### src/rtl/tsq_pkg.sv
package tsq_pkg;

    // field widths of one command word and one response word
    localparam int unsigned OPCODE_W = 2;
    localparam int unsigned VALUE_W  = 32;
    localparam int unsigned INDEX_W  = 5;
    localparam int unsigned COUNT_W  = 6;
    localparam int unsigned STATUS_W = 2;
    localparam int unsigned CAP_W    = 5;

    // configuration register
    localparam logic [CAP_W-1:0] CAP_RESET = 5'd16;

    typedef logic [OPCODE_W-1:0] t_opcode;
    typedef logic [STATUS_W-1:0] t_status;

    localparam t_opcode OP_PUSH = 2'd0;
    localparam t_opcode OP_POP  = 2'd1;
    localparam t_opcode OP_READ = 2'd2;

    localparam t_status ST_OK        = 2'd0;
    localparam t_status ST_PUSH_FULL = 2'd1;
    localparam t_status ST_POP_EMPTY = 2'd2;
    localparam t_status ST_BAD_INDEX = 2'd3;

    // response fields other than the data word
    typedef struct packed {
        logic [COUNT_W-1:0] item_count;
        logic               is_full;
        t_status            status;
        logic               rd_hit;    // data word comes from the ring
    } t_rsp_meta;

endpackage

### src/rtl/tsq_if.sv
interface tsq_in_if import tsq_pkg::*; ();
    logic                      valid;
    logic                      ready;
    t_opcode                   opcode;
    logic signed [VALUE_W-1:0] push_value;
    logic [INDEX_W-1:0]        read_index;

    modport source (output valid, output opcode, output push_value, output read_index,
                    input ready);
    modport sink   (input valid, input opcode, input push_value, input read_index,
                    output ready);
endinterface

interface tsq_out_if import tsq_pkg::*; ();
    logic                      valid;
    logic                      ready;
    logic signed [VALUE_W-1:0] data_out;
    logic [COUNT_W-1:0]        item_count;
    logic                      is_full;
    t_status                   status;

    modport source (output valid, output data_out, output item_count, output is_full,
                    output status, input ready);
    modport sink   (input valid, input data_out, input item_count, input is_full,
                    input status, output ready);
endinterface

### src/rtl/two_stack_queue.sv
// FIFO queue modeled as two stacks (input and output), each limited to the
// stack_capacity register clamped to 1..STACK_DEPTH. Entries live in FIFO
// order in a ring of 2*STACK_DEPTH words, so moving the input stack across
// only changes two counts. Every command word (push, pop, indexed read from
// the oldest entry) gives exactly one response word with the data, the entry
// count after the command, the full flag and a status code. Throughput is one
// command per clock while responses drain; the response is registered and
// appears in the cycle after acceptance, from the ring's registered read
// port. The single response register backpressures the command side: a
// command is taken whenever that register is empty or is being drained in
// the same cycle. Write stack_capacity only while no command is in flight.
module two_stack_queue import tsq_pkg::*; #(
    parameter int unsigned STACK_DEPTH = 16
) (
    input  logic               i_clk,
    input  logic               i_rst_n,
    tsq_in_if.sink             i_cmd,
    tsq_out_if.source          o_rsp,
    input  logic               psel,
    input  logic               penable,
    input  logic               pwrite,
    input  logic [2:0]         paddr,
    input  logic [31:0]        pwdata,
    output logic [31:0]        prdata,
    output logic               pready
);

    localparam int unsigned RING = 2 * STACK_DEPTH;
    localparam int unsigned PW   = $clog2(RING);

    // register file: stack_capacity at byte address 0
    logic [CAP_W-1:0] r_capacity;
    logic             cfg_wr;

    assign pready = 1'b1;
    assign cfg_wr = psel && penable && pwrite && (paddr[2] == 1'b0);
    assign prdata = (paddr[2] == 1'b0) ? 32'(r_capacity) : '0;

    always_ff @(posedge i_clk) begin
        if (!i_rst_n) begin
            r_capacity <= CAP_RESET;
        end else if (cfg_wr) begin
            r_capacity <= pwdata[CAP_W-1:0];
        end
    end

    // handshake: one response slot, refilled in the cycle it drains
    logic r_out_valid;
    logic accept;

    assign i_cmd.ready = !r_out_valid || o_rsp.ready;
    assign accept      = i_cmd.valid && i_cmd.ready;

    logic          ram_we, ram_re;
    logic [PW-1:0] ram_waddr, ram_raddr;
    logic [VALUE_W-1:0] ram_rdata;
    t_rsp_meta     meta;
    t_rsp_meta     r_meta;

    tsq_ctrl #(
        .STACK_DEPTH (STACK_DEPTH)
    ) u_ctrl (
        .i_clk        (i_clk),
        .i_rst_n      (i_rst_n),
        .i_accept     (accept),
        .i_opcode     (i_cmd.opcode),
        .i_read_index (i_cmd.read_index),
        .i_capacity   (r_capacity),
        .o_ram_we     (ram_we),
        .o_ram_waddr  (ram_waddr),
        .o_ram_re     (ram_re),
        .o_ram_raddr  (ram_raddr),
        .o_meta       (meta)
    );

    // ring of queued words; read data register holds while the response stalls
    tsq_ram #(
        .WIDTH (VALUE_W),
        .DEPTH (RING)
    ) u_ring (
        .i_clk   (i_clk),
        .i_we    (ram_we),
        .i_waddr (ram_waddr),
        .i_wdata (i_cmd.push_value),
        .i_re    (ram_re),
        .i_raddr (ram_raddr),
        .o_rdata (ram_rdata)
    );

    always_ff @(posedge i_clk) begin
        if (!i_rst_n) begin
            r_out_valid <= 1'b0;
        end else if (accept) begin
            r_out_valid <= 1'b1;
        end else if (o_rsp.ready) begin
            r_out_valid <= 1'b0;
        end
    end

    always_ff @(posedge i_clk) begin
        if (accept) begin
            r_meta <= meta;
        end
    end

    // data is zero on push, on errors and on an unused opcode
    assign o_rsp.valid      = r_out_valid;
    assign o_rsp.data_out   = r_meta.rd_hit ? ram_rdata : '0;
    assign o_rsp.item_count = r_meta.item_count;
    assign o_rsp.is_full    = r_meta.is_full;
    assign o_rsp.status     = r_meta.status;

endmodule

### src/rtl/tsq_ram.sv
module tsq_ram #(
    parameter int unsigned WIDTH = 32,
    parameter int unsigned DEPTH = 32
) (
    input  logic                     i_clk,
    input  logic                     i_we,
    input  logic [$clog2(DEPTH)-1:0] i_waddr,
    input  logic [WIDTH-1:0]         i_wdata,
    input  logic                     i_re,
    input  logic [$clog2(DEPTH)-1:0] i_raddr,
    output logic [WIDTH-1:0]         o_rdata
);

    logic [WIDTH-1:0] r_mem [DEPTH];
    logic [WIDTH-1:0] r_rdata;

    always_ff @(posedge i_clk) begin
        if (i_we) begin
            r_mem[i_waddr] <= i_wdata;
        end
        if (i_re) begin
            r_rdata <= r_mem[i_raddr];
        end
    end

    assign o_rdata = r_rdata;

endmodule

### src/rtl/tsq_ctrl.sv
module tsq_ctrl import tsq_pkg::*; #(
    parameter int unsigned STACK_DEPTH = 16
) (
    input  logic                                i_clk,
    input  logic                                i_rst_n,
    input  logic                                i_accept,
    input  t_opcode                             i_opcode,
    input  logic [INDEX_W-1:0]                  i_read_index,
    input  logic [CAP_W-1:0]                    i_capacity,
    output logic                                o_ram_we,
    output logic [$clog2(2*STACK_DEPTH)-1:0]    o_ram_waddr,
    output logic                                o_ram_re,
    output logic [$clog2(2*STACK_DEPTH)-1:0]    o_ram_raddr,
    output t_rsp_meta                           o_meta
);

    localparam int unsigned RING = 2 * STACK_DEPTH;
    localparam int unsigned PW   = $clog2(RING);
    localparam int unsigned CW   = $clog2(STACK_DEPTH + 1);
    localparam int unsigned TW   = $clog2(RING + 1);
    localparam int unsigned CAPC = (CW > CAP_W) ? CW : CAP_W;
    localparam int unsigned CMPW = (TW > INDEX_W) ? TW : INDEX_W;
    localparam int unsigned SW   = ((PW > INDEX_W) ? PW : INDEX_W) + 1;

    logic [PW-1:0]   r_oldest, n_oldest;
    logic [CW-1:0]   r_in_cnt, n_in_cnt;
    logic [CW-1:0]   r_out_cnt, n_out_cnt;

    logic [CW-1:0]   cap_eff;
    logic [TW-1:0]   total, new_total;
    logic            in_at_cap, out_empty, full;
    logic [PW:0]     wsum;
    logic [PW-1:0]   tail_addr;
    logic [SW-1:0]   rsum;
    logic [PW-1:0]   idx_addr;
    logic            idx_ok;
    t_status         status;
    logic            re, we;
    logic [PW-1:0]   raddr;

    always_comb begin
        // clamp capacity to 1..STACK_DEPTH
        if (i_capacity == '0) begin
            cap_eff = CW'(1);
        end else if (CAPC'(i_capacity) > CAPC'(STACK_DEPTH)) begin
            cap_eff = CW'(STACK_DEPTH);
        end else begin
            cap_eff = CW'(i_capacity);
        end

        total     = TW'(r_in_cnt) + TW'(r_out_cnt);
        in_at_cap = r_in_cnt >= cap_eff;
        out_empty = r_out_cnt == '0;
        full      = in_at_cap && !out_empty;

        // ring addresses, each sum below twice the ring depth
        wsum      = (PW+1)'(r_oldest) + (PW+1)'(total);
        tail_addr = (wsum >= (PW+1)'(RING)) ? PW'(wsum - (PW+1)'(RING)) : PW'(wsum);
        rsum      = SW'(r_oldest) + SW'(i_read_index);
        idx_addr  = (rsum >= SW'(RING)) ? PW'(rsum - SW'(RING)) : PW'(rsum);
        idx_ok    = CMPW'(i_read_index) < CMPW'(total);

        n_oldest  = r_oldest;
        n_in_cnt  = r_in_cnt;
        n_out_cnt = r_out_cnt;
        status    = ST_OK;
        we        = 1'b0;
        re        = 1'b0;
        raddr     = r_oldest;

        case (i_opcode)
            OP_PUSH: begin
                if (full) begin
                    status = ST_PUSH_FULL;
                end else begin
                    // full input stack with empty output stack moves across first
                    if (in_at_cap) begin
                        n_out_cnt = r_in_cnt;
                        n_in_cnt  = CW'(1);
                    end else begin
                        n_in_cnt  = r_in_cnt + CW'(1);
                    end
                    we = 1'b1;
                end
            end
            OP_POP: begin
                if (total == '0) begin
                    status = ST_POP_EMPTY;
                end else begin
                    if (out_empty) begin
                        n_out_cnt = r_in_cnt - CW'(1);
                        n_in_cnt  = '0;
                    end else begin
                        n_out_cnt = r_out_cnt - CW'(1);
                    end
                    re       = 1'b1;
                    n_oldest = (r_oldest == PW'(RING - 1)) ? '0 : r_oldest + PW'(1);
                end
            end
            OP_READ: begin
                if (idx_ok) begin
                    re    = 1'b1;
                    raddr = idx_addr;
                end else begin
                    status = ST_BAD_INDEX;
                end
            end
            default: begin
                // unused opcode: no effect
            end
        endcase

        new_total         = TW'(n_in_cnt) + TW'(n_out_cnt);
        o_meta.item_count = COUNT_W'(new_total);
        o_meta.is_full    = (n_in_cnt >= cap_eff) && (n_out_cnt != '0);
        o_meta.status     = status;
        o_meta.rd_hit     = re;
    end

    assign o_ram_we    = i_accept && we;
    assign o_ram_waddr = tail_addr;
    assign o_ram_re    = i_accept && re;
    assign o_ram_raddr = raddr;

    always_ff @(posedge i_clk) begin
        if (!i_rst_n) begin
            r_oldest  <= '0;
            r_in_cnt  <= '0;
            r_out_cnt <= '0;
        end else if (i_accept) begin
            r_oldest  <= n_oldest;
            r_in_cnt  <= n_in_cnt;
            r_out_cnt <= n_out_cnt;
        end
    end

endmodule
### src/flat_wrapper.sv
// flat-port wrapper written by rule: the top's interface ports become plain ports
module two_stack_queue_flat import tsq_pkg::*;
#(
    parameter int unsigned STACK_DEPTH = 16
)
  (i_clk, i_rst_n, psel, penable, pwrite, paddr, pwdata, prdata, pready, i_cmd_valid, i_cmd_opcode, i_cmd_push_value, i_cmd_read_index, i_cmd_ready, o_rsp_valid, o_rsp_data_out, o_rsp_item_count, o_rsp_is_full, o_rsp_status, o_rsp_ready);
  tsq_in_if i_cmd_i ();
  tsq_out_if o_rsp_i ();
  input  logic i_clk;
  input  logic i_rst_n;
  input  logic psel;
  input  logic penable;
  input  logic pwrite;
  input  logic [2:0] paddr;
  input  logic [31:0] pwdata;
  output logic [31:0] prdata;
  output logic pready;
  input wire logic [$bits(i_cmd_i.valid)-1:0] i_cmd_valid;
  input wire logic [$bits(i_cmd_i.opcode)-1:0] i_cmd_opcode;
  input wire logic [$bits(i_cmd_i.push_value)-1:0] i_cmd_push_value;
  input wire logic [$bits(i_cmd_i.read_index)-1:0] i_cmd_read_index;
  output wire logic [$bits(i_cmd_i.ready)-1:0] i_cmd_ready;
  output wire logic [$bits(o_rsp_i.valid)-1:0] o_rsp_valid;
  output wire logic [$bits(o_rsp_i.data_out)-1:0] o_rsp_data_out;
  output wire logic [$bits(o_rsp_i.item_count)-1:0] o_rsp_item_count;
  output wire logic [$bits(o_rsp_i.is_full)-1:0] o_rsp_is_full;
  output wire logic [$bits(o_rsp_i.status)-1:0] o_rsp_status;
  input wire logic [$bits(o_rsp_i.ready)-1:0] o_rsp_ready;
  assign i_cmd_i.valid = i_cmd_valid;
  assign i_cmd_i.opcode = i_cmd_opcode;
  assign i_cmd_i.push_value = i_cmd_push_value;
  assign i_cmd_i.read_index = i_cmd_read_index;
  assign i_cmd_ready = i_cmd_i.ready;
  assign o_rsp_valid = o_rsp_i.valid;
  assign o_rsp_data_out = o_rsp_i.data_out;
  assign o_rsp_item_count = o_rsp_i.item_count;
  assign o_rsp_is_full = o_rsp_i.is_full;
  assign o_rsp_status = o_rsp_i.status;
  assign o_rsp_i.ready = o_rsp_ready;
  two_stack_queue #(.STACK_DEPTH(STACK_DEPTH)) u_core (.i_clk(i_clk), .i_rst_n(i_rst_n), .i_cmd(i_cmd_i), .o_rsp(o_rsp_i), .psel(psel), .penable(penable), .pwrite(pwrite), .paddr(paddr), .pwdata(pwdata), .prdata(prdata), .pready(pready));
endmodule
### config.mk
export PLATFORM = sky130hd
export DESIGN_NAME = two_stack_queue_flat
export DESIGN_NICKNAME = d
export VERILOG_FILES = /design/src/rtl/tsq_pkg.sv /design/src/rtl/tsq_if.sv /design/src/rtl/two_stack_queue.sv /design/src/rtl/tsq_ram.sv /design/src/rtl/tsq_ctrl.sv /design/src/flat_wrapper.sv
export SDC_FILE = /design/constraint.sdc
export NUM_CORES = 1
export LEC_CHECK = 0
export BUFFER_PORTS_ARGS = -buffer_cell sky130_fd_sc_hd__buf_2
export CAP_MARGIN = 20
export CORE_UTILIZATION = 51
export CTS_CLUSTER_SIZE = 28
export DETAILED_ROUTE_END_ITERATION = 12
export PLACE_DENSITY = 0.74
export SLEW_MARGIN = 20
export SYNTH_ARGS = -nofsm -noshare
export SYNTH_HDL_FRONTEND = slang
export SYNTH_SLANG_ARGS = --single-unit
### constraint.sdc
create_clock -name i_clk -period 5 [get_ports i_clk]
set_input_delay 1 -clock i_clk [delete_from_list [all_inputs] [get_ports i_clk]]
set_output_delay 1 -clock i_clk [all_outputs]
set_load 0.05 [all_outputs]
# Word level (Yosys, flattened, before mapping)
# Memory sizes are Yosys's and may differ from the RTL's. A register that Yosys moved wholly into a read port is not among the register bits.
# Cells that the tools add are included.
[word_totals]
ramBits = 1024
regBits = 31
n_memories = 1
out_inout_bits = 76
[op_classes]
bitwise = 2
n_eq_ne = 3
n_mux = 32
n_addsub = 10
reduce_logical = 18
order_cmp = 6
[mem_list]
columns = ["memory", "depth", "word_bits", "read_ports", "rd_ports_with_merged_regs", "wr", "line_no", "source"]
rows = [
  ["u_core.u_ring.r_mem", 32, 32, 1, 1, 1, "tsq_ram.sv:14", "logic [WIDTH-1:0] r_mem [DEPTH];"],
]
[ops]
columns = ["op", "count"]
rows = [
  ["$mux 5", 16],
  ["$mux 32", 1],
  ["$pmux 5 s2", 2],
  ["$sub 5x1->5 const B", 4],
  ["$add 5x5->6", 3],
  ["$ge 6x6->1 const B", 2],
  ["$add 5x1->5 const B", 2],
  ["$ge 5x5->1", 2],
  ["$logic_not 5->1", 2],
  ["$mux 1", 9],
  ["$logic_and 1x1->1", 8],
  ["$add 5x6->6", 1],
  ["$logic_not 6->1", 1],
  ["$lt 5x6->1", 1],
  ["$pmux 2 s3", 1],
  ["$eq 5x5->1 const B", 1],
  ["$gt 5x5->1 const B", 1],
  ["$reduce_bool 5->1", 1],
  ["$mux 2", 2],
  ["$reduce_and 3->1", 1],
  ["$eq 2x1->1 const B", 1],
  ["$eq 2x2->1 const B", 1],
  ["$logic_not 1->1", 2],
  ["$logic_not 2->1", 1],
  ["other kinds (4)", 5],
]

# Logic depth before layout (Yosys ltp)
[depth]
ltp_word = 10
depth_mapped = 20
ltp_nobuf = 20

# Hierarchy
# From an unflattened synthesis, not the netlist that was laid out.
[hier_totals]
cells_unflattened = 2676
hier_area_um2 = 44306.2
[by_module_without_submodules]
columns = ["module", "seq_area_each_um2", "cells_per_inst", "area_per_inst_um2", "instances"]
rows = [
  ["tsq_ram", 31710.4, 2260, 40805.4, 1],
  ["tsq_ctrl", 300.3, 300, 2404.8, 1],
  ["two_stack_queue", 420.4, 116, 1096.1, 1],
]

# Worst setup path after synthesis
# No wires, ideal clock.
[synth_path]
kind = "register to register"
start = "register u_core.u_ctrl.r_in_cnt[0]"
end = "memory u_core.u_ring.r_mem[0][0] (enable)"
t_arrival_ps = 3911
stages_incl_launch_ff = 12
slack_ps = 668
period_less_slack_ps = 4332
path_buffers = 0
path_cell_list = "dfxtp_1 > ha_1 > fa_1 > xnor2_1 > inv_1 > ha_1 > a21o_1 > a21oi_1 > xnor2_1 > xor2_1 > nand2_1 > nor2_1"
[synth_between]
elab_chain_cells = 7
word_cells_on_any_way = 12
cone_classes = "3 x add/sub; 2 x order compare; 5 x mux; 2 x reduce/logical"
[synth_rtl]
columns = ["element", "line_no", "source"]
rows = [
  ["start, declared", "tsq_ctrl.sv:26", "logic [CW-1:0] r_in_cnt, n_in_cnt;"],
  ["start signal, assigned", "tsq_ctrl.sv:132", "r_in_cnt <= n_in_cnt;"],
  ["parallel branches: the longest is 7 deep, another holds $add 5x5->6", "--", ""],
  ["end, declared", "tsq_ram.sv:14", ""],
]
# Parallel ways; which one is timed is not known.

# Final worst setup path
[layout_path]
start = "register u_core.u_ctrl.r_out_cnt[0]"
end = "register u_core.u_ring.r_rdata[29] (netlist: u_core.u_ring.o_rdata[29]), read port of u_core.u_ring.r_mem (data pin)"
[layout_between]
elab_chain_cells = 5
word_cells_on_any_way = 9
cone_classes = "1 x add/sub; 1 x order compare; 5 x mux; 2 x reduce/logical"
[layout_rtl]
columns = ["element", "line_no", "source"]
rows = [
  ["start, declared", "tsq_ctrl.sv:27", "logic [CW-1:0] r_out_cnt, n_out_cnt;"],
  ["start signal, assigned", "tsq_ctrl.sv:133", "r_out_cnt <= n_out_cnt;"],
  ["$add 5x5->6 (*)", "tsq_ctrl.sv:51", "total = TW'(r_in_cnt) + TW'(r_out_cnt);"],
  ["$lt 5x6->1 / $logic_not 6->1 (equally long branches)", "tsq_ctrl.sv:61, tsq_ctrl.sv:87", ""],
  ["$mux 1 (on tied branches)", "tsq_ctrl.sv:101, tsq_ctrl.sv:87", ""],
  ["$pmux 1 s2", "tsq_ctrl.sv:71", "case (i_opcode)"],
  ["$logic_and 1x1->1", "tsq_ctrl.sv:122", "assign o_ram_re = i_accept && re;"],
  ["end, declared", "tsq_ram.sv:15", "logic [WIDTH-1:0] r_rdata;"],
]
# Every way passes the cells marked *; elsewhere a longest branch is shown, timed or not.
# A chain may end at the register's enable or synchronous reset.

==> impl_results.md <==
- Unrepaired setup endpoints after global routing: false
- Final worst slack: approximately 240 ps
- Max Freq: 210 MHz
- Routed WL per cell: roughly 26 um
- Ys async rst share: 0%
- Share of layout cells above drive strength 1: a little over an eighth
- Most frequent cells in the layout: edfxtp_1, nand2_1, a21oi_1, mux2i_1, a22oi_1
- Worst-Margin Slew: around 760 ps
- DR iter-0 viols: around 3100
- Slew margin rel.: between 40% and 50%
- Final-stage net count: 3145
- Worst r2r path cells: 15
- Tcrit/Tclk final: a little over nine tenths
- Clock sinks: between 1000 and 1500
- Max FO, Critical Path: 35
- Clk_skew: between 40 and 50 ps
- CTS H-tree lvls: 3
- Global-route wire length before repair: approximately 160000 um
- Die height: between 200 and 300 um
- Post-Route WL: approximately 110000 um
- I/O pin count: approximately 160
- Post-synth EDFFs: between 1000 and 1500
- DRT Pass-1 Iters: 8
- Synth area leaders: edfxtp_1, mux2i_1, a22oi_1, a21oi_1, nand2_1
- Area grow syn2layout: 13.7%
- Yosys cell types: 58
- Die footprint: around 87000 sq um
- Post-DRT Antenna Nets: 0
- Max cap viols: 0
- Largest net degree at the start of global routing: slightly above 80
- WHS: around 520 ps
- HPWL after detailed placement: 62400 um
- Initial core utilization: between 50% and 60%
- TritonCTS clock tree: built
- DR DRC count: 0
- Adder-cell share of the synthesized area: around 1.3%
- Worst-path clk slew: 60 ps
- Post-synthesis mux area share: between 6 and 7%
- Placed Cells: slightly above 4000
- Global route total overflow: 0
- Fillers: 6276
- Commonest non-fill, non-tap cell in the layout: edfxtp_1
- Post-Synthesis Cells: 2879
- Fin Setup TNS: 0 ps
- Total GRT Usage: between 20% and 30%
- Max clock buf depth: 3
- Vias: 26300
- Critical Path AT: 5140 ps
- Area leader, netlist: edfxtp_1
- Hold Violations, Final: 0
- Sequential share of the synthesized area: about three quarters
- Largest family of logic cells by synthesized area: compound AO/OA/AOI/OAI gates
- FF+latch count, synth: between 1000 and 1500
- Hold path depth: 2
- Chip width: 295 um
- Slew Viols, Final: 0
- CTS root buf: clkbuf_16
- Post-synthesis compound-gate area fraction: 10.4%
- Finished Layout Cells: 4250
- Number of I/O port buffers: 99
- Setup Slack @ Placement: between 100 and 150 ps
- Pwr dens: ~390 nW/um^2
- Post-synth top area share: between 70 and 80%
- Row count: ~110
- Syn. warnings: 0
- Mapped Avg Cell Area: between 15 and 20 sq um
- Initial antenna violation count: 5
- Vias/cell: just over 6
- RD Place Congestion: approximately 0.85
- CP Launch Type: register
- Static Leak: approximately 18 nW
- Kind of critical path: reg -> reg
- Core Region: about 85000 sq um
- Main synth FF type: edfxtp_1
- TritonCTS buffer count: 104
- Final setup viols: 0
- Worst setup EP type: register
- Synth Area in XOR/XNOR: less than 1%
- HP Class: in -> reg
- Worst VDD drop: about 310 uV
- Status: completed
- Worst EP required: approximately 5400 ps
- Mapped Area: approximately 44000 sq um
- Simple-gate share of the synthesized area: under 10%
- Later-pin clock latency in the skew report: about 700 ps
- Vias in the first global route: 26000
- Final min period: 4760 ps
## where the power goes
part | switching (mW) | internal (mW) | leakage [nW]
Clock | 3.31 | 4.31 | 1.60
Combinational | 1.26 | 0.650 | 6.26
Sequential | 0.0335 | 10.1 | 9.77
## Yosys cell counts, types with 2 or more instances
| cell type | number |
|---|---|
| edfxtp_1 | 1066 |
| nand2_1 | 287 |
| a21oi_1 | 284 |
| mux2i_1 | 267 |
| a22oi_1 | 258 |
| o22ai_1 | 128 |
| clkbuf_1 | 84 |
| nor2_1 | 70 |
| buf_2 | 58 |
| buf_4 | 48 |
| ha_1 | 40 |
| nor4_1 | 34 |
| and2_1 | 33 |
| inv_1 | 22 |
| dfxtp_1 | 21 |
| buf_1 | 19 |
| o21ai_0 | 17 |
| nor2b_1 | 12 |
| buf_6 | 11 |
| nand3_1 | 11 |
| nor3_1 | 11 |
| a21o_1 | 10 |
| nand2b_1 | 10 |
| xor2_1 | 9 |
| xnor2_1 | 8 |
| and3_1 | 6 |
| a211oi_1 | 4 |
| a31oi_1 | 4 |
| fa_1 | 4 |
| a221o_1 | 3 |
| mux2_2 | 3 |
| o21a_1 | 3 |
| or2_2 | 3 |
| a21boi_2 | 2 |
| conb_1 | 2 |
| o211ai_1 | 2 |
| o21ai_2 | 2 |
| or2_1 | 2 |
| or3_1 | 2 |
## flip-flops by register name, indices dropped and copies added, names as in the netlist
register	flops
u_core.o_rsp.is_full	1
u_core.o_rsp.item_count	6
u_core.o_rsp.status	2
u_core.o_rsp.valid	1
u_core.r_capacity	5
u_core.r_meta	1
u_core.u_ctrl.r_in_cnt	5
u_core.u_ctrl.r_oldest	5
u_core.u_ctrl.r_out_cnt	5
u_core.u_ring.o_rdata	32
u_core.u_ring.r_mem	1024
## layout make-up
type                    count  area, sq um  area share, %
clock inverters            60          579           1.16
inverters                  22         82.6          0.166
well taps                1144         1430           2.87
clock buffers             128         2740           5.48
diodes                      4         10.0         0.0201
repair buffers            229         1980           3.98
multi-input cells        1576        10600           21.3
flip-flops and latches   1087        32400           65.0
## per-stage QoR
| stage | utilization [%] | total power, mW | instance area [sq um] |
|---|---|---|---|
| final | 58.6 | 19.7 | 49900 |
| after global placement | 54.7 | 12.1 | 46500 |
| after global routing | 58.6 | 20.2 | 49900 |
| after detailed placement | 54.7 | 12.2 | 46500 |
| after floorplan | - | 11.6 | 44000 |
| after CTS | 58.6 | 19.7 | 49900 |
## final timing paths
path | from | slack [ps] | to
hold reg to reg | u_core.o_rsp.valid | 550 | u_core.o_rsp.valid
hold / removal | i_rst_n | 520 | u_core.r_capacity[4]
setup reg to reg | u_core.u_ctrl.r_out_cnt[0] | 240 | u_core.u_ring.o_rdata[29]
setup / recovery | u_core.u_ctrl.r_out_cnt[0] | 240 | u_core.u_ring.o_rdata[29]
## logic make-up after synthesis
family,after synthesis
XOR/XNOR,17
AO/OA/AOI/OAI,725
other,2
flip-flops,1087
buffers and inverters,242
AND/OR/NAND/NOR,491
adder cells (fa/ha/maj),44
multiplexers,271
## routing by layer
layer  vias up  global-route usage [%]  routed length, um  share of wire (%)
li1      11400                       -                  -                  -
met1     13300                    33.1              43000                 39
met2      1319                    42.6              55100                 50
met3       251                    4.13               8750                7.9
met4         2                    10.0               4050                3.7
met5         -                       0                 11             0.0099
## critical path, stage by stage, from the launching register on
cell,delay [ps]
dfxtp_1,380
ha_1,240
fa_1,400
a21o_1,170
a21oi_1,170
xor2_1,220
ha_1,280
a21oi_1,170
o21ai_0,210
a21boi_4,390
mux2_8,480
buf_4,310
a21oi_1,80
a22oi_1,270
o22ai_1,170
nor4_1,520
## timing repair
action,4_1_cts,5_1_grt
gates resized for setup,0,1
setup buffers,0,0
endpoints found under the setup margin,0,12
hold buffers,0,0
(Power assumes the default switching activity.)
